**config.mk**
```make
export PLATFORM = sky130hd
export DESIGN_NAME = alternating_category_resource_arbiter_flat
export DESIGN_NICKNAME = d
export VERILOG_FILES = /design/src/rtl/acra_pkg.sv /design/src/rtl/acra_in_if.sv /design/src/rtl/acra_out_if.sv /design/src/rtl/acra_ctrl.sv /design/src/rtl/acra_datapath.sv /design/src/rtl/alternating_category_resource_arbiter.sv /design/src/flat_wrapper.sv
export SDC_FILE = /design/constraint.sdc
export NUM_CORES = 1
export LEC_CHECK = 0
export ABC_AREA = 0
export BUFFER_PORTS_ARGS = -buffer_cell sky130_fd_sc_hd__clkbuf_2
export CAP_MARGIN = 15
export CORE_AREA = 2 2 160 131
export CTS_BUF_LIST = sky130_fd_sc_hd__clkbuf_2
export DETAILED_ROUTE_END_ITERATION = 7
export DIE_AREA = 0 0 162 133
export GPL_TIMING_DRIVEN = 1
export PLACE_DENSITY = 0.92
export SLEW_MARGIN = 20
export SYNTH_ARGS = -nofsm -noshare
export SYNTH_HDL_FRONTEND = slang
export SYNTH_SLANG_ARGS = --single-unit
```
**constraint.sdc**
```tcl
create_clock -name clk -period 8 [get_ports clk]
set_clock_uncertainty 0.05 [all_clocks]
set_input_delay 0.4 -clock clk [delete_from_list [all_inputs] [get_ports clk]]
set_output_delay 0.4 -clock clk [all_outputs]
set_load 0.01 [all_outputs]
```
**src/rtl/acra_pkg.sv**
```systemverilog
// Shared types, codes and defaults of the alternating-category resource arbiter.
package acra_pkg;

	localparam int QUEUE_DEPTH_DEF = 16;
	localparam int ID_WIDTH_DEF    = 8;

	typedef enum logic {
		ACT_REQUEST = 1'b0,
		ACT_RELEASE = 1'b1
	} action_t;

	typedef enum logic [1:0] {
		HOLD_FREE = 2'd0,
		HOLD_ZERO = 2'd1,
		HOLD_ONE  = 2'd2
	} holder_t;

	typedef enum logic [1:0] {
		STAT_OK       = 2'd0,
		STAT_FULL     = 2'd1,
		STAT_REL_FREE = 2'd2
	} status_t;

	typedef enum logic {
		S_IDLE = 1'b0,
		S_EXEC = 1'b1
	} state_t;

	typedef struct packed {
		logic capture;
		logic exec;
	} cmd_t;

	typedef struct packed {
		logic out_busy;
	} stat_t;

endpackage

```
**src/rtl/acra_in_if.sv**
```systemverilog
// Request channel: valid/ready handshake with action, category and requester ID.
interface acra_in_if #(
	parameter int ID_WIDTH = acra_pkg::ID_WIDTH_DEF
);
	logic                valid;
	logic                ready;
	logic                action;
	logic                category;
	logic [ID_WIDTH-1:0] requester_id;

	modport source (output valid, output action, output category, output requester_id,
		input ready);
	modport sink (input valid, input action, input category, input requester_id,
		output ready);
endinterface

```
**src/rtl/acra_out_if.sv**
```systemverilog
// Result channel: valid/ready handshake with grant, holder and status fields.
interface acra_out_if #(
	parameter int ID_WIDTH = acra_pkg::ID_WIDTH_DEF
);
	logic                valid;
	logic                ready;
	logic                granted;
	logic [ID_WIDTH-1:0] granted_id;
	logic                granted_category;
	logic [1:0]          holder;
	logic [1:0]          status;

	modport source (output valid, output granted, output granted_id,
		output granted_category, output holder, output status, input ready);
	modport sink (input valid, input granted, input granted_id,
		input granted_category, input holder, input status, output ready);
endinterface

```
**src/rtl/acra_ctrl.sv**
```systemverilog
// Controller: sequences capture and execution of one request at a time.
module acra_ctrl (
	input  logic            clk,
	input  logic            arst_n,
	input  logic            in_valid,
	output logic            in_ready,
	input  acra_pkg::stat_t stat,
	output acra_pkg::cmd_t  cmd
);

	acra_pkg::state_t state_q;
	acra_pkg::state_t state_d;

	always_ff @(posedge clk or negedge arst_n) begin
		if (!arst_n) begin
			state_q <= acra_pkg::S_IDLE;
		end else begin
			state_q <= state_d;
		end
	end

	always_comb begin
		state_d     = state_q;
		in_ready    = 1'b0;
		cmd.capture = 1'b0;
		cmd.exec    = 1'b0;
		unique case (state_q)
			acra_pkg::S_IDLE: begin
				in_ready    = 1'b1;
				cmd.capture = in_valid;
				if (in_valid) begin
					state_d = acra_pkg::S_EXEC;
				end
			end
			acra_pkg::S_EXEC: begin
				// hold until the result register can take the outcome
				if (!stat.out_busy) begin
					cmd.exec = 1'b1;
					state_d  = acra_pkg::S_IDLE;
				end
			end
			default: begin
				state_d = acra_pkg::S_IDLE;
			end
		endcase
	end

endmodule

```
**src/rtl/acra_datapath.sv**
```systemverilog
// Datapath: holder, two waiter FIFOs in memory, and the result register.
module acra_datapath #(
	parameter int QUEUE_DEPTH = acra_pkg::QUEUE_DEPTH_DEF,
	parameter int ID_WIDTH    = acra_pkg::ID_WIDTH_DEF
) (
	input  logic                clk,
	input  logic                arst_n,
	input  acra_pkg::cmd_t      cmd,
	output acra_pkg::stat_t     stat,
	input  logic                in_action,
	input  logic                in_category,
	input  logic [ID_WIDTH-1:0] in_id,
	input  logic                out_ready,
	output logic                out_valid,
	output logic                out_granted,
	output logic [ID_WIDTH-1:0] out_granted_id,
	output logic                out_granted_category,
	output logic [1:0]          out_holder,
	output logic [1:0]          out_status
);

	localparam int HW = (QUEUE_DEPTH > 1) ? $clog2(QUEUE_DEPTH) : 1;
	localparam int CW = $clog2(QUEUE_DEPTH + 1);
	localparam logic [CW-1:0] FULL_CNT  = CW'(QUEUE_DEPTH);
	localparam logic [HW-1:0] LAST_HEAD = HW'(QUEUE_DEPTH - 1);
	localparam logic [CW:0]   DEPTH_SUM = (CW + 1)'(QUEUE_DEPTH);

	// captured request
	logic                action_q;
	logic                cat_q;
	logic [ID_WIDTH-1:0] id_q;

	acra_pkg::holder_t   holder_q;
	logic [HW-1:0]       head0_q, head1_q;
	logic [CW-1:0]       cnt0_q, cnt1_q;

	logic [ID_WIDTH-1:0] mem0 [QUEUE_DEPTH];
	logic [ID_WIDTH-1:0] mem1 [QUEUE_DEPTH];
	logic [ID_WIDTH-1:0] rd0_q, rd1_q;

	logic                valid_q;
	logic                granted_q;
	logic [ID_WIDTH-1:0] gid_q;
	logic                gcat_q;
	acra_pkg::holder_t   oholder_q;
	acra_pkg::status_t   ostatus_q;

	// next-state decision
	logic                cur;
	logic                push, pop0, pop1;
	logic                grant;
	logic [ID_WIDTH-1:0] gid;
	logic                gcat;
	acra_pkg::holder_t   holder_d;
	acra_pkg::status_t   status_d;
	logic [HW-1:0]       push_head;
	logic [CW-1:0]       push_cnt;
	logic [CW:0]         wr_sum;
	logic [HW-1:0]       wr_addr;
	logic                wr0, wr1;

	always_ff @(posedge clk) begin
		if (cmd.capture) begin
			action_q <= in_action;
			cat_q    <= in_category;
			id_q     <= in_id;
		end
	end

	always_comb begin
		cur      = (holder_q == acra_pkg::HOLD_ONE);
		push     = 1'b0;
		pop0     = 1'b0;
		pop1     = 1'b0;
		grant    = 1'b0;
		gid      = '0;
		gcat     = 1'b0;
		holder_d = holder_q;
		status_d = acra_pkg::STAT_OK;
		if (action_q == acra_pkg::ACT_REQUEST) begin
			if (holder_q == acra_pkg::HOLD_FREE) begin
				grant    = 1'b1;
				gid      = id_q;
				gcat     = cat_q;
				holder_d = cat_q ? acra_pkg::HOLD_ONE : acra_pkg::HOLD_ZERO;
			end else if ((cat_q ? cnt1_q : cnt0_q) == FULL_CNT) begin
				status_d = acra_pkg::STAT_FULL;
			end else begin
				push = 1'b1;
			end
		end else begin
			if (holder_q == acra_pkg::HOLD_FREE) begin
				status_d = acra_pkg::STAT_REL_FREE;
			end else if ((cur ? cnt0_q : cnt1_q) != '0) begin
				// the other category goes first
				grant    = 1'b1;
				gcat     = !cur;
				gid      = cur ? rd0_q : rd1_q;
				pop0     = cur;
				pop1     = !cur;
				holder_d = cur ? acra_pkg::HOLD_ZERO : acra_pkg::HOLD_ONE;
			end else if ((cur ? cnt1_q : cnt0_q) != '0) begin
				grant = 1'b1;
				gcat  = cur;
				gid   = cur ? rd1_q : rd0_q;
				pop0  = !cur;
				pop1  = cur;
			end else begin
				holder_d = acra_pkg::HOLD_FREE;
			end
		end
	end

	// tail = head + count, wrapped once
	always_comb begin
		push_head = cat_q ? head1_q : head0_q;
		push_cnt  = cat_q ? cnt1_q : cnt0_q;
		wr_sum    = (CW + 1)'(push_head) + (CW + 1)'(push_cnt);
		if (wr_sum >= DEPTH_SUM) begin
			wr_sum = wr_sum - DEPTH_SUM;
		end
		wr_addr = wr_sum[HW-1:0];
		wr0     = cmd.exec && push && !cat_q;
		wr1     = cmd.exec && push && cat_q;
	end

	always_ff @(posedge clk) begin
		if (wr0) begin
			mem0[wr_addr] <= id_q;
		end
		rd0_q <= mem0[head0_q];
	end

	always_ff @(posedge clk) begin
		if (wr1) begin
			mem1[wr_addr] <= id_q;
		end
		rd1_q <= mem1[head1_q];
	end

	always_ff @(posedge clk or negedge arst_n) begin
		if (!arst_n) begin
			holder_q <= acra_pkg::HOLD_FREE;
			head0_q  <= '0;
			head1_q  <= '0;
			cnt0_q   <= '0;
			cnt1_q   <= '0;
		end else if (cmd.exec) begin
			holder_q <= holder_d;
			if (wr0) begin
				cnt0_q <= cnt0_q + 1'b1;
			end else if (pop0) begin
				cnt0_q  <= cnt0_q - 1'b1;
				head0_q <= (head0_q == LAST_HEAD) ? '0 : head0_q + 1'b1;
			end
			if (wr1) begin
				cnt1_q <= cnt1_q + 1'b1;
			end else if (pop1) begin
				cnt1_q  <= cnt1_q - 1'b1;
				head1_q <= (head1_q == LAST_HEAD) ? '0 : head1_q + 1'b1;
			end
		end
	end

	always_ff @(posedge clk or negedge arst_n) begin
		if (!arst_n) begin
			valid_q <= 1'b0;
		end else if (cmd.exec) begin
			valid_q <= 1'b1;
		end else if (out_ready) begin
			valid_q <= 1'b0;
		end
	end

	always_ff @(posedge clk) begin
		if (cmd.exec) begin
			granted_q <= grant;
			gid_q     <= gid;
			gcat_q    <= gcat;
			oholder_q <= holder_d;
			ostatus_q <= status_d;
		end
	end

	assign stat.out_busy        = valid_q && !out_ready;
	assign out_valid            = valid_q;
	assign out_granted          = granted_q;
	assign out_granted_id       = gid_q;
	assign out_granted_category = gcat_q;
	assign out_holder           = oholder_q;
	assign out_status           = ostatus_q;

endmodule

```
**src/rtl/alternating_category_resource_arbiter.sv**
```systemverilog
// Top level of the alternating-category resource arbiter.
//
// One shared resource is arbitrated between requesters of two categories.
// The requests channel carries action (request or release), category and
// requester_id; the results channel returns one result per request: whether
// a grant was made, the granted ID and category, the holder afterwards and
// a status (ok, queue full and dropped, release while free).
// Waiters are kept in one FIFO memory per category, QUEUE_DEPTH deep.
// A request is captured in the idle state and executed in the exec state,
// once the head entries of both FIFO memories have been read out through
// their registered read ports and the output register can take the result;
// a new request is accepted only after the previous one has executed. The
// result is loaded into the output register when the request executes.
// The output register parts the two sides: a new request is accepted while
// an earlier result still waits; if the receiver stalls, execution holds
// until that result is taken, and ready stays low meanwhile.
// Reset frees the resource and empties both FIFOs; no clearing pass is needed.
module alternating_category_resource_arbiter #(
	parameter int QUEUE_DEPTH = acra_pkg::QUEUE_DEPTH_DEF,
	parameter int ID_WIDTH    = acra_pkg::ID_WIDTH_DEF
) (
	input logic        clk,
	input logic        arst_n,
	acra_in_if.sink    requests,
	acra_out_if.source results
);

	acra_pkg::cmd_t  cmd;
	acra_pkg::stat_t stat;

	acra_ctrl u_ctrl (
		.clk      (clk),
		.arst_n   (arst_n),
		.in_valid (requests.valid),
		.in_ready (requests.ready),
		.stat     (stat),
		.cmd      (cmd)
	);

	acra_datapath #(
		.QUEUE_DEPTH (QUEUE_DEPTH),
		.ID_WIDTH    (ID_WIDTH)
	) u_datapath (
		.clk                  (clk),
		.arst_n               (arst_n),
		.cmd                  (cmd),
		.stat                 (stat),
		.in_action            (requests.action),
		.in_category          (requests.category),
		.in_id                (requests.requester_id),
		.out_ready            (results.ready),
		.out_valid            (results.valid),
		.out_granted          (results.granted),
		.out_granted_id       (results.granted_id),
		.out_granted_category (results.granted_category),
		.out_holder           (results.holder),
		.out_status           (results.status)
	);

endmodule

```
**src/flat_wrapper.sv**
```systemverilog
// flat-port wrapper written by rule: the top's interface ports become plain ports
module alternating_category_resource_arbiter_flat 
#(
	parameter int QUEUE_DEPTH = acra_pkg::QUEUE_DEPTH_DEF,
	parameter int ID_WIDTH    = acra_pkg::ID_WIDTH_DEF
)
  (clk, arst_n, requests_valid, requests_action, requests_category, requests_requester_id, requests_ready, results_valid, results_granted, results_granted_id, results_granted_category, results_holder, results_status, results_ready);
  acra_in_if #(.ID_WIDTH(ID_WIDTH)) requests_i ();
  acra_out_if #(.ID_WIDTH(ID_WIDTH)) results_i ();
  input logic clk;
  input logic arst_n;
  input wire logic [$bits(requests_i.valid)-1:0] requests_valid;
  input wire logic [$bits(requests_i.action)-1:0] requests_action;
  input wire logic [$bits(requests_i.category)-1:0] requests_category;
  input wire logic [$bits(requests_i.requester_id)-1:0] requests_requester_id;
  output wire logic [$bits(requests_i.ready)-1:0] requests_ready;
  output wire logic [$bits(results_i.valid)-1:0] results_valid;
  output wire logic [$bits(results_i.granted)-1:0] results_granted;
  output wire logic [$bits(results_i.granted_id)-1:0] results_granted_id;
  output wire logic [$bits(results_i.granted_category)-1:0] results_granted_category;
  output wire logic [$bits(results_i.holder)-1:0] results_holder;
  output wire logic [$bits(results_i.status)-1:0] results_status;
  input wire logic [$bits(results_i.ready)-1:0] results_ready;
  assign requests_i.valid = requests_valid;
  assign requests_i.action = requests_action;
  assign requests_i.category = requests_category;
  assign requests_i.requester_id = requests_requester_id;
  assign requests_ready = requests_i.ready;
  assign results_valid = results_i.valid;
  assign results_granted = results_i.granted;
  assign results_granted_id = results_i.granted_id;
  assign results_granted_category = results_i.granted_category;
  assign results_holder = results_i.holder;
  assign results_status = results_i.status;
  assign results_i.ready = results_ready;
  alternating_category_resource_arbiter #(.QUEUE_DEPTH(QUEUE_DEPTH), .ID_WIDTH(ID_WIDTH)) u_core (.clk(clk), .arst_n(arst_n), .requests(requests_i), .results(results_i));
endmodule
```
-- Word-level counts from Yosys, hierarchy flattened
Memory sizes are Yosys's and may differ from the RTL's. A register that Yosys moved wholly into a read port is not among the register bits.
Index checks and enable logic that the tools add are counted.
- add/subtract/negate cells: 8
- order comparisons: 1
- equal/unequal tests: 4
- mux-type cells: 60
- bitwise operators: 3
- reduce and logical (&&, ||, !) cells: 17
- operator list (cell ; count):
    $mux W8 ; 7
    $mux W5 ; 7
    $mux W1 ; 32
    $mux W2 ; 9
    $mux W4 ; 4
    $add A5 B1 Y5 const B ; 2
    $reduce_bool A5 Y1 ; 2
    $sub A5 B1 Y5 const B ; 2
    $add A4 B1 Y4 const B ; 2
    $eq A4 B4 Y1 const B ; 2
    $add A4 B5 Y6 ; 1
    $ge A6 B5 Y1 const B ; 1
    $reduce_and A3 Y1 ; 2
    $reduce_bool A2 Y1 ; 3
    $eq A5 B5 Y1 const B ; 1
    $logic_and A1 B1 Y1 ; 4
    $reduce_and A2 Y1 ; 2
    $sub A4 B1 Y4 const B ; 1
    $logic_not A1 Y1 ; 3
    $not A1 Y1 ; 3
    $eq A2 B2 Y1 const B ; 1
    $logic_not A2 Y1 ; 1
    $pmux W1 S2 ; 1
- register bits: 46
- bits in writable memories: 256
- memories: 2
- memories (memory ; depth ; width ; rd ports ; clocked after memory_dff ; wr ports ; line ; text):
    u_core.u_datapath.mem0 ; 16 ; 8 ; 1 ; 1 ; 1 ; acra_datapath.sv:37 ; logic [ID_WIDTH-1:0] mem0 [QUEUE_DEPTH];
    u_core.u_datapath.mem1 ; 16 ; 8 ; 1 ; 1 ; 1 ; acra_datapath.sv:38 ; logic [ID_WIDTH-1:0] mem1 [QUEUE_DEPTH];

-- Longest topological paths before layout
Gate-level depths: netlist of the first run.
- word-level depth: 9
- mapped depth: 11
- gate-level depth less buffers: 10

-- Hierarchy
From an unflattened synthesis of the first run, not the netlist that was laid out.
- cell total of the unflattened synthesis: 747
- area total of the unflattened synthesis: 12957.4 um^2
- by module, submodules not included (module ; times used ; cells an instance ; area each (um^2)):
    acra_datapath ; 1 ; 742 ; 12899.9
    acra_ctrl ; 1 ; 5 ; 57.6

-- Worst setup path after synthesis of the first run
Ideal clock, no wire load.
- kind: flip-flop to flip-flop
- start point: reg u_core.u_datapath.head1_q[0]
- end point: mem u_core.u_datapath.mem0[9][0] in the netlist's numbering (enable)
- arrival: 3238 ps
- slack: 4329 ps
- cell stages (with the launch flop): 11
- buffers on the path: 5
- period minus slack after synthesis: 3671 ps
- cell sequence: dfrtp_1 clkbuf_1 buf_2 buf_1 mux2_2 ha_1 fa_1 clkbuf_1 nand2b_1 buf_1 nor3_1
- word-level cells in the longest chain between the ends: 4
- ends and longest elaborated chain (item ; line ; text):
    start: declaration ; acra_datapath.sv:34 ; logic [HW-1:0] head0_q, head1_q;
    start signal: assignment ; acra_datapath.sv:160 ; head1_q <= (head1_q == LAST_HEAD) ? '0 : head1_q + 1'b1;
    $mux W4 (*) ; acra_datapath.sv:116 ; push_head = cat_q ? head1_q : head0_q;
    $add A4 B5 Y6 (*) ; acra_datapath.sv:118 ; wr_sum = (CW + 1)'(push_head) + (CW + 1)'(push_cnt);
    $ge A6 B5 Y1 / $sub A4 B1 Y4 (equally long branches) ; acra_datapath.sv:119, acra_datapath.sv:120 ;
    $mux W4 (*) ; acra_datapath.sv:119 ; if (wr_sum >= DEPTH_SUM) begin
    end: declaration ; acra_datapath.sv:37 ;
Every way passes the cells marked *; elsewhere a longest branch is shown, timed or not.

-- Final worst setup path of the first run
- start point: reg u_core.u_datapath.cat_q
- end point: mem u_core.u_datapath.mem0[3][2] in the netlist's numbering (enable)
- word-level cells in the longest chain between the ends: 9
- ends and longest elaborated chain (item ; line ; text):
    start: declaration ; acra_datapath.sv:30 ; logic cat_q;
    start signal: assignment ; acra_datapath.sv:65 ; cat_q <= in_category;
    branches (longest 9 deep; another with $add A4 B5 Y6) ; n/a ;
Parallel ways; which one is timed is not known.

==> results.json, run 1 <==
{
  "outcome": "finished, final reports clean",
  "power.share.sequential_pct": 46.1,
  "die_h_um": 133,
  "htree_levels": 3,
  "ys.flop_type": "edfxtp_1",
  "slew_violations": 0,
  "pwr-share-comb_pct": 32.7,
  "syn_inst": 751,
  "core_area_mm2": 0.0201,
  "cp_data_required_time_ps": 8420,
  "swShare_pct": 37.3,
  "boundaryPins": 30,
  "min-delay-start": "requests_requester_id[0]",
  "crit_fanout": 14,
  "endpoint_kind": "flip-flop",
  "gr-usage-met2_pct": 41.9,
  "clockRootBuffer": "clkbuf_2",
  "numCtsBuffers": 73,
  "drt-wirelength-per-cell_um": 25.0,
  "grt_pass1_vias": 7661,
  "grtUsageMet1_pct": 39.5,
  "worst_slack_ps": 3990,
  "r2r_cells": 5,
  "grt_max_degree": 54,
  "wl_um": 29300,
  "worstPathArrival_ps": 4430,
  "yosysSeqAreaShare_pct": 72.5,
  "drc_errors": 0,
  "gp_congestion": 0.865,
  "min_period_ps": 4010,
  "rows": 47,
  "dr.pass1.iters": 8,
  "setup_viol_count_final": 0,
  "fin_util_pct": 70.6,
  "synth_edf_count": 280,
  "reg2reg_from": "u_core.u_datapath.cat_q",
  "synth.ff_latch_count": 318,
  "rsz0062_at_grt": "false",
  "ant_nets": 0,
  "clock.fmax_ghz": 0.249,
  "syn_area_mm2": 0.0128,
  "min_to": "u_core.u_datapath.id_q[0]",
  "grt-ovfl-total": 0,
  "worstSetupPathType": "reg2reg",
  "netlist-cell-type-count": 56,
  "fp.dieW_um": 162,
  "grt_util_all_layers_pct": 28.0,
  "clkPwrFrac_pct": 21.2,
  "area_delta_synth_final_pct": 10.8,
  "port_buffers": 29,
  "internal-power_mw": 3.07,
  "cap_viol_max_count": 0,
  "routed_via_density": 6.43,
  "pre_cts_ws_ps": 4020,
  "synth_area_leaders": "edfxtp_1 66%, mux4_2 5.6%, dfrtp_1 4.3%",
  "hpwl_um": 17800,
  "drt_iter0_markers": 952,
  "critPathLaunch": "u_core.u_datapath.cat_q",
  "cts_resized": 0,
  "yosys_warnings": 0,
  "layout.nets": 876,
  "slew_headroom_pct": 24.7,
  "grt-busiest-layer": "met2",
  "cts_tree": "done",
  "ir_drop_mv": 0.260,
  "syn_nets": 779,
  "yosysTopAreaCell": "edfxtp_1",
  "start_util_pct": 63.7,
  "clock_latency_ps": 850,
  "drive_gt1_share_pct": 27.7,
  "postSynthAreaPerCell_um2": 17.1,
  "mostFrequentLayoutCell": "edfxtp_1",
  "dieArea_mm2": 0.0215,
  "hold_viol_final": 0,
  "antenna_found_initial": 2,
  "p_leak_nw": 4.98,
  "min_path_type": "in2reg",
  "period_share_pct": 50.2,
  "powerDensity_mw_per_mm2": 345,
  "setup_tns_ps": 0,
  "grt_first_pass_wirelength_um": 44200,
  "layout_common_cells": "280 x edfxtp_1, 135 x clkbuf_2, 52 x mux2i_1",
  "cts_sinks": 318,
  "post_cts_buffers": 0,
  "p_switching_mw": 1.83,
  "rrSetupSlack_ps": 3990,
  "r2r-end": "u_core.u_datapath.mem0[3][2]",
  "startpoint_type": "flip-flop",
  "final.fill_count": 1284,
  "clockBufferDepth": 3,
  "synth_top_area_share_pct": 65.7,
  "routed-via-count": 7548,
  "grtUsageMet3_pct": 8.37,
  "clk_pin_slew_ps": 100,
  "worst_pin_slew_ps": 1130,
  "synthArstFlopShare_pct": 6.92,
  "hold_path_depth": 2
}
[critical path, stage by stage, from the launching register on]
cell      delay (ps)
edfxtp_1         660
mux2_2           400
ha_1             230
fa_1             800
nand2_1          490
nor3_1          1000
[registers in the layout (all words and copies together), names as in the netlist, 2 cells and up]
name	count
u_core.u_datapath.out_status	2
u_core.u_datapath.mem0	128
u_core.u_datapath.cnt1_q	5
u_core.u_datapath.holder_q	2
u_core.u_datapath.mem1	128
u_core.u_datapath.rd1_q	8
u_core.u_datapath.rd0_q	8
u_core.u_datapath.head1_q	4
u_core.u_datapath.id_q	8
u_core.u_datapath.head0_q	4
u_core.u_datapath.out_granted_id	8
u_core.u_datapath.cnt0_q	5
u_core.u_datapath.out_holder	2
[power by group through the flow]
stage	clock network [mW]	logic, mW	registers, mW
after floorplan	0	1.09	2.22
after global placement	0	1.44	2.28
after detailed placement	0	1.52	2.29
after CTS	1.06	1.53	2.25
after global routing	1.13	1.72	2.28
final	1.04	1.60	2.26
[what timing repair did]
item	4_1_cts	5_1_grt
hold buffers	15	0
endpoints found under the hold margin	34	0
endpoints found under the setup margin	0	0
[how the worst max path moves through the flow]
stage	depth (start not counted)	slack [ps]	end
6_report	5	3990	u_core.u_datapath.mem0[3][2]
5_1_grt	5	3810	u_core.u_datapath.mem0[3][2]
4_1_cts	5	3980	u_core.u_datapath.mem1[7][7]
3_5_place_dp	5	4020	u_core.u_datapath.mem1[3][1]
3_3_place_gp	10	4240	u_core.u_datapath.cnt0_q[4]
2_1_floorplan	10	4330	u_core.u_datapath.mem0[9][0]
[final cells by class]
| class | instances | area [µm²] | area share (%) |
|---|---|---|---|
| antenna | 1 | 2.50 | 0.0176 |
| clock buffer | 106 | 531 | 3.74 |
| clock inverter | 24 | 153 | 1.08 |
| inverter | 16 | 65.1 | 0.458 |
| multi-input combinational | 376 | 3390 | 23.8 |
| sequential | 318 | 9280 | 65.4 |
| tap | 269 | 337 | 2.37 |
| timing repair buffer | 63 | 442 | 3.11 |
[through the flow]
step	hold slack [ps]	area (µm²)	instances	total power, mW
final	219	14200	1173	4.90
after detailed placement	368	13300	1026	3.80
after global placement	375	13300	1026	3.72
after floorplan	54.4	12800	751	3.31
after global routing	139	14200	1173	5.13
after CTS	170	14100	1171	4.84
[routing by layer]
layer	wire (µm)	share of wire, %
met1	11300	39
met3	3390	12
met5	0	0
met4	943	3.2
met2	13600	47
[cells by family after synthesis]
group | after synthesis | synth area share [%]
xor+xnor | 16 | 1.09
flops | 318 | 72.5
simple gates | 107 | 4.20
fa+ha+maj | 14 | 1.54
buf+inv | 57 | 1.86
mux | 111 | 12.1
compound gates | 128 | 6.79
[cell usage after synthesis (4+ instances only)]
cell      number
nand3_1        4
a22oi_1       18
a21o_1        10
a222oi_1       8
o21ai_0       40
nand2_1       34
xor2_1         6
ha_1          11
nor4_1         8
nor3_1        28
mux2_2        26
a21oi_1       22
inv_1         15
nand2b_1       4
a221oi_1      16
dfrtp_1       22
buf_1          5
nor2_1         9
xnor2_1       10
edfxtp_1     280
dfxtp_1       16
mux2i_1       52
clkbuf_1      23
mux4_2        32
buf_2         12
Note: power is estimated with default switching activity, not from simulation.
==> run 2: changes to the inputs <==
Clock period 8 ns to 4.15 ns, I/O delays scaled along.
==> run 2 against run 1 <==
  * Wire length fell by 3.4%
  * Final cell count is 2.2% higher
  * Combinational power is 95% higher
  * First-iteration DRC count grew 2.8%
  * Non-clock buffer count up 35
==> results.json, run 2 (synthesized netlist as in run 1, its figures left out) <==
{
  "worstSetupPathType": "reg2reg",
  "cap_viol_max_count": 0,
  "slowest_delay_ps": 780,
  "dr.pass1.iters": 7,
  "htree_levels": 3,
  "min_path_type": "in2reg",
  "drt-wirelength-per-cell_um": 23.6,
  "startpoint_type": "flip-flop",
  "endpoint_kind": "flip-flop",
  "worstPathArrival_ps": 4090,
  "clk_pin_slew_ps": 100,
  "grt_first_pass_wirelength_um": 43100,
  "ir_drop_mv": 0.384,
  "slew_violations": 0,
  "crit_family": "adder cells",
  "cp_num_buf_inv": 1,
  "rows": 47,
  "drc_errors": 0,
  "outcome": "finished, final reports clean",
  "period_share_pct": 86.3,
  "cts_tree": "done",
  "gp_congestion": 0.846,
  "setup_viol_count_final": 0,
  "hpwl_um": 17400,
  "fp.dieW_um": 162,
  "start_util_pct": 63.7,
  "boundaryPins": 30,
  "antenna_found_initial": 1,
  "clockBufferDepth": 3,
  "grt_max_degree": 54,
  "cpMaxStageDelayCell": "fa_1",
  "ant_nets": 0,
  "min_period_ps": 3580,
  "dieArea_mm2": 0.0215,
  "clockRootBuffer": "clkbuf_2",
  "reg_top3": "u_core.u_datapath.mem0: 128 flops, u_core.u_datapath.mem1: 128 flops",
  "slew_headroom_pct": 27.6,
  "mostFrequentLayoutCell": "edfxtp_1",
  "core_area_mm2": 0.0201,
  "layout.nets": 909,
  "numCtsBuffers": 71,
  "clock_latency_ps": 840,
  "final.fill_count": 1230,
  "rsz0062_at_grt": "false",
  "hold_viol_final": 0,
  "powerDensity_mw_per_mm2": 649,
  "routed-via-count": 7650,
  "crit_fanout": 14,
  "cts_sinks": 318,
  "p_leak_nw": 5.16,
  "fin_util_pct": 71.4,
  "drt_iter0_markers": 979,
  "clock.fmax_ghz": 0.279,
  "port_buffers": 29,
  "post_cts_buffers": 0,
  "p_total_mw": 9.32,
  "place_area_mm2": 0.0135,
  "grt_pass1_vias": 7814,
  "cp_data_required_time_ps": 4660,
  "drive_gt1_share_pct": 28.2,
  "setup_tns_ps": 0,
  "die_h_um": 133,
  "area_delta_synth_final_pct": 12.1,
  "grt-ovfl-total": 0,
  "wl_um": 28300,
  "worst_pin_slew_ps": 1080,
  "routed_via_density": 6.38,
  "path_cells": "mux2_2, ha_1, fa_1, nand2_1, nor3_1, buf_4",
  "final_area_mm2": 0.0144,
  "layout_common_cells": "280 x edfxtp_1, 137 x clkbuf_2, 52 x mux2i_1",
  "grt_util_all_layers_pct": 27.0
}
==> run 2: timing repair <==
item | 4_1_cts | 5_1_grt
endpoints found under the hold margin | 46 | 22
gates resized for setup | 0 | 0
hold buffers | 18 | 1
==> run 2: stage by stage <==
stage,instances,hold slack [ps],setup WS (ps)
2_1_floorplan,751,-138,479
3_3_place_gp,1057,181,884
4_1_cts,1197,0.638,644
5_1_grt,1199,36.0,438
3_5_place_dp,1058,183,654
6_report,1199,34.1,570
==> run 2: path summary, 6_finish.rpt <==
path                                                 start  slack [ps]  cells past startpoint                             endpoint
worst max-delay path               u_core.u_datapath.cat_q         570                      6         u_core.u_datapath.mem0[3][2]
worst min-delay path              requests_requester_id[2]          30                      2            u_core.u_datapath.id_q[2]
worst max register to register     u_core.u_datapath.cat_q         570                      6         u_core.u_datapath.mem0[3][2]
worst min register to register  u_core.u_datapath.rd0_q[3]         480                      2  u_core.u_datapath.out_granted_id[3]
max in group asynchronous                           arst_n        3190                      4        u_core.u_datapath.holder_q[0]
min in group asynchronous                           arst_n         470                      4         u_core.u_datapath.head0_q[1]
==> run 2: layout make-up <==
cell class	instances	area, µm²	share of cell area, %
Clock buffer	108	541	3.77
Antenna cell	1	2.50	0.0174
Sequential cell	318	9280	64.7
Inverter	16	65.1	0.453
Timing Repair Buffer	98	726	5.06
Multi-Input combinational cell	376	3290	22.9
Clock inverter	13	109	0.758
Tap cell	269	337	2.35
==> run 2: layer usage <==
metal / vias up / GRT usage, % / wire length [µm]
li1: 3294 / - / -
met5: - / 0 / 0
met4: 0 / 12.4 / 904
met1: 3804 / 37.2 / 11100
met2: 481 / 41.7 / 13500
met3: 71 / 6.14 / 2760
==> run 2: power breakdown <==
part | switching (mW) | internal (mW) | leakage, nW
clock | 1.15 | 0.806 | 0.497
sequential | 0.282 | 3.96 | 2.94
combinational | 1.92 | 1.20 | 1.72
total | 3.35 | 5.97 | 5.16
==> run 2: worst register-to-register path: stages (launching register included) <==
cell	delay [ps]
edfxtp_1	680
mux2_2	400
ha_1	230
fa_1	780
nand2_1	340
nor3_1	600
buf_4	260
==> run 3: changes to the inputs <==
Settings changed: RECOVER_POWER from default to 50.
==> run 3 against run 2 <==
  * The flow now finishes with violations (design-rule violations, max-capacitance violations, max-slew violations)
  * Die area unchanged
  * Utilization decreased by 0.35 points
  * Fmax decreased by 0.81%
  * Wire length increased by 0.35%
==> results.json, run 3 (synthesized netlist as in run 1, its figures left out) <==
{
  "antenna_found_initial": 1,
  "hold_viol_final": 0,
  "hpwl_um": 17400,
  "clk_pin_slew_ps": 100,
  "start_util_pct": 63.7,
  "clock_latency_ps": 830,
  "power.share.sequential_pct": 45.8,
  "min_path_type": "in2reg",
  "final.fill_count": 1247,
  "grt_first_pass_wirelength_um": 43100,
  "wl_met3_um": 2790,
  "worst_slack_ps": 541,
  "dp_cells": 1058,
  "drc_errors": 4,
  "rsz0062_at_grt": "false",
  "setup_viol_count_final": 0,
  "drt-met1-wl_um": 11200,
  "routed-via-count": 7700,
  "ir_drop_mv": 0.384,
  "dr.pass1.iters": 8,
  "grt_max_degree": 54,
  "endpoint_kind": "flip-flop",
  "mostFrequentLayoutCell": "edfxtp_1",
  "outcome": "finished, violations left",
  "pwr-share-comb_pct": 33.2,
  "numCtsBuffers": 71,
  "layout.cells.non_filler": 1199,
  "slew_headroom_pct": -18.9,
  "clockBufferDepth": 3,
  "layout.nets": 909,
  "clkPwrFrac_pct": 21.0,
  "crit_fanout": 14,
  "clock.fmax_ghz": 0.277,
  "clockRootBuffer": "clkbuf_2",
  "cp_data_required_time_ps": 4650,
  "place_area_mm2": 0.0135,
  "final_area_mm2": 0.0143,
  "startpoint_type": "flip-flop",
  "dieArea_mm2": 0.0215,
  "fp.dieW_um": 162,
  "wl_met2_um": 13600,
  "die_h_um": 133,
  "boundaryPins": 30,
  "layout_common_cells": "280 x edfxtp_1, 124 x clkbuf_2, 52 x mux2i_1",
  "core_area_mm2": 0.0201,
  "cts_sinks": 318,
  "p_switching_mw": 3.35,
  "grt-ovfl-total": 0,
  "post_cts_buffers": 0,
  "area_delta_synth_final_pct": 11.5,
  "internal-power_mw": 5.95,
  "failed_checks": "design-rule violations, max-capacitance violations, max-slew violations",
  "port_buffers": 29,
  "worstPathArrival_ps": 4110,
  "cap_viol_max_count": 7,
  "drt_iter0_markers": 1021,
  "top_layer": "met4",
  "rows": 47,
  "setup_tns_ps": 0,
  "worstSetupPathType": "reg2reg",
  "pre_cts_ws_ps": 654,
  "htree_levels": 3,
  "grt_pass1_vias": 7814,
  "powerDensity_mw_per_mm2": 651,
  "drive_gt1_share_pct": 25.7,
  "cts_tree": "done",
  "cts_resized": 0,
  "worst_pin_slew_ps": 1780,
  "reg_top3": "u_core.u_datapath.mem0: 128 flops, u_core.u_datapath.mem1: 128 flops",
  "period_share_pct": 87.0,
  "routed_via_density": 6.42,
  "ant_nets": 0,
  "swShare_pct": 36.0,
  "slew_violations": 238,
  "gp_congestion": 0.846,
  "wl_um": 28400,
  "drt-wirelength-per-cell_um": 23.7,
  "p_leak_nw": 5.07,
  "min_period_ps": 3610,
  "grt_util_all_layers_pct": 27.0
}
## run 3: power by group through the flow
stage | clock, mW | sequential, mW | combinational [mW]
after floorplan | 0 | 4.27 | 2.10
after CTS | 1.99 | 4.23 | 3.04
final | 1.95 | 4.25 | 3.09
after global placement | 0 | 4.30 | 2.81
after global routing | 2.14 | 4.28 | 3.27
after detailed placement | 0 | 4.30 | 3.00
## run 3: metrics by stage
| stage | hold slack, ps | utilization, % | power (mW) |
|---|---|---|---|
| after floorplan | -138 | - | 6.37 |
| after global placement | 181 | 67.1 | 7.11 |
| after detailed placement | 183 | 67.2 | 7.30 |
| after CTS | 0.638 | 71.3 | 9.27 |
| after global routing | 36.0 | 71.0 | 9.69 |
| final | 38.7 | 71.0 | 9.30 |
## run 3: repair_timing
action,CTS,global route
hold buffers,18,1
endpoints found under the setup margin,0,0
hold endpoints to repair,46,22
## run 3: final timing paths
path / slack (ps) / cells past startpoint / from / to
min in group asynchronous: 770 / 4 / arst_n / u_core.u_datapath.cnt0_q[2]
max in group asynchronous: 2430 / 4 / arst_n / u_core.u_datapath.head0_q[0]
setup reg to reg: 540 / 6 / u_core.u_datapath.cat_q / u_core.u_datapath.mem0[3][2]
hold reg to reg: 480 / 2 / u_core.u_datapath.rd0_q[3] / u_core.u_datapath.out_granted_id[3]
hold / removal: 40 / 2 / requests_requester_id[2] / u_core.u_datapath.id_q[2]
setup / recovery: 540 / 6 / u_core.u_datapath.cat_q / u_core.u_datapath.mem0[3][2]
## run 3: metal layers
metal | global-route usage [%] | up-vias
met3 | 6.14 | 67
li1 | - | 3296
met4 | 12.4 | 0
met1 | 37.2 | 3836
met2 | 41.7 | 501
met5 | 0 | -
## run 3: critical path: stages, from the launching register on
cell and delay, ps:
edfxtp_1 680, mux2_2 400, ha_1 240, fa_1 790, nand2_1 340, nor3_1 590, buf_4 260
## run 3: final cells by class
class                      instances  area, µm²  area share [%]
sequential                       318       9280            65.0
multi-input combinational        376       3290            23.0
timing repair buffer              98        654            4.58
clock buffer                     108        541            3.79
tap                              269        337            2.36
clock inverter                    13        109           0.762
inverter                          16       65.1           0.456
antenna                            1       2.50          0.0175
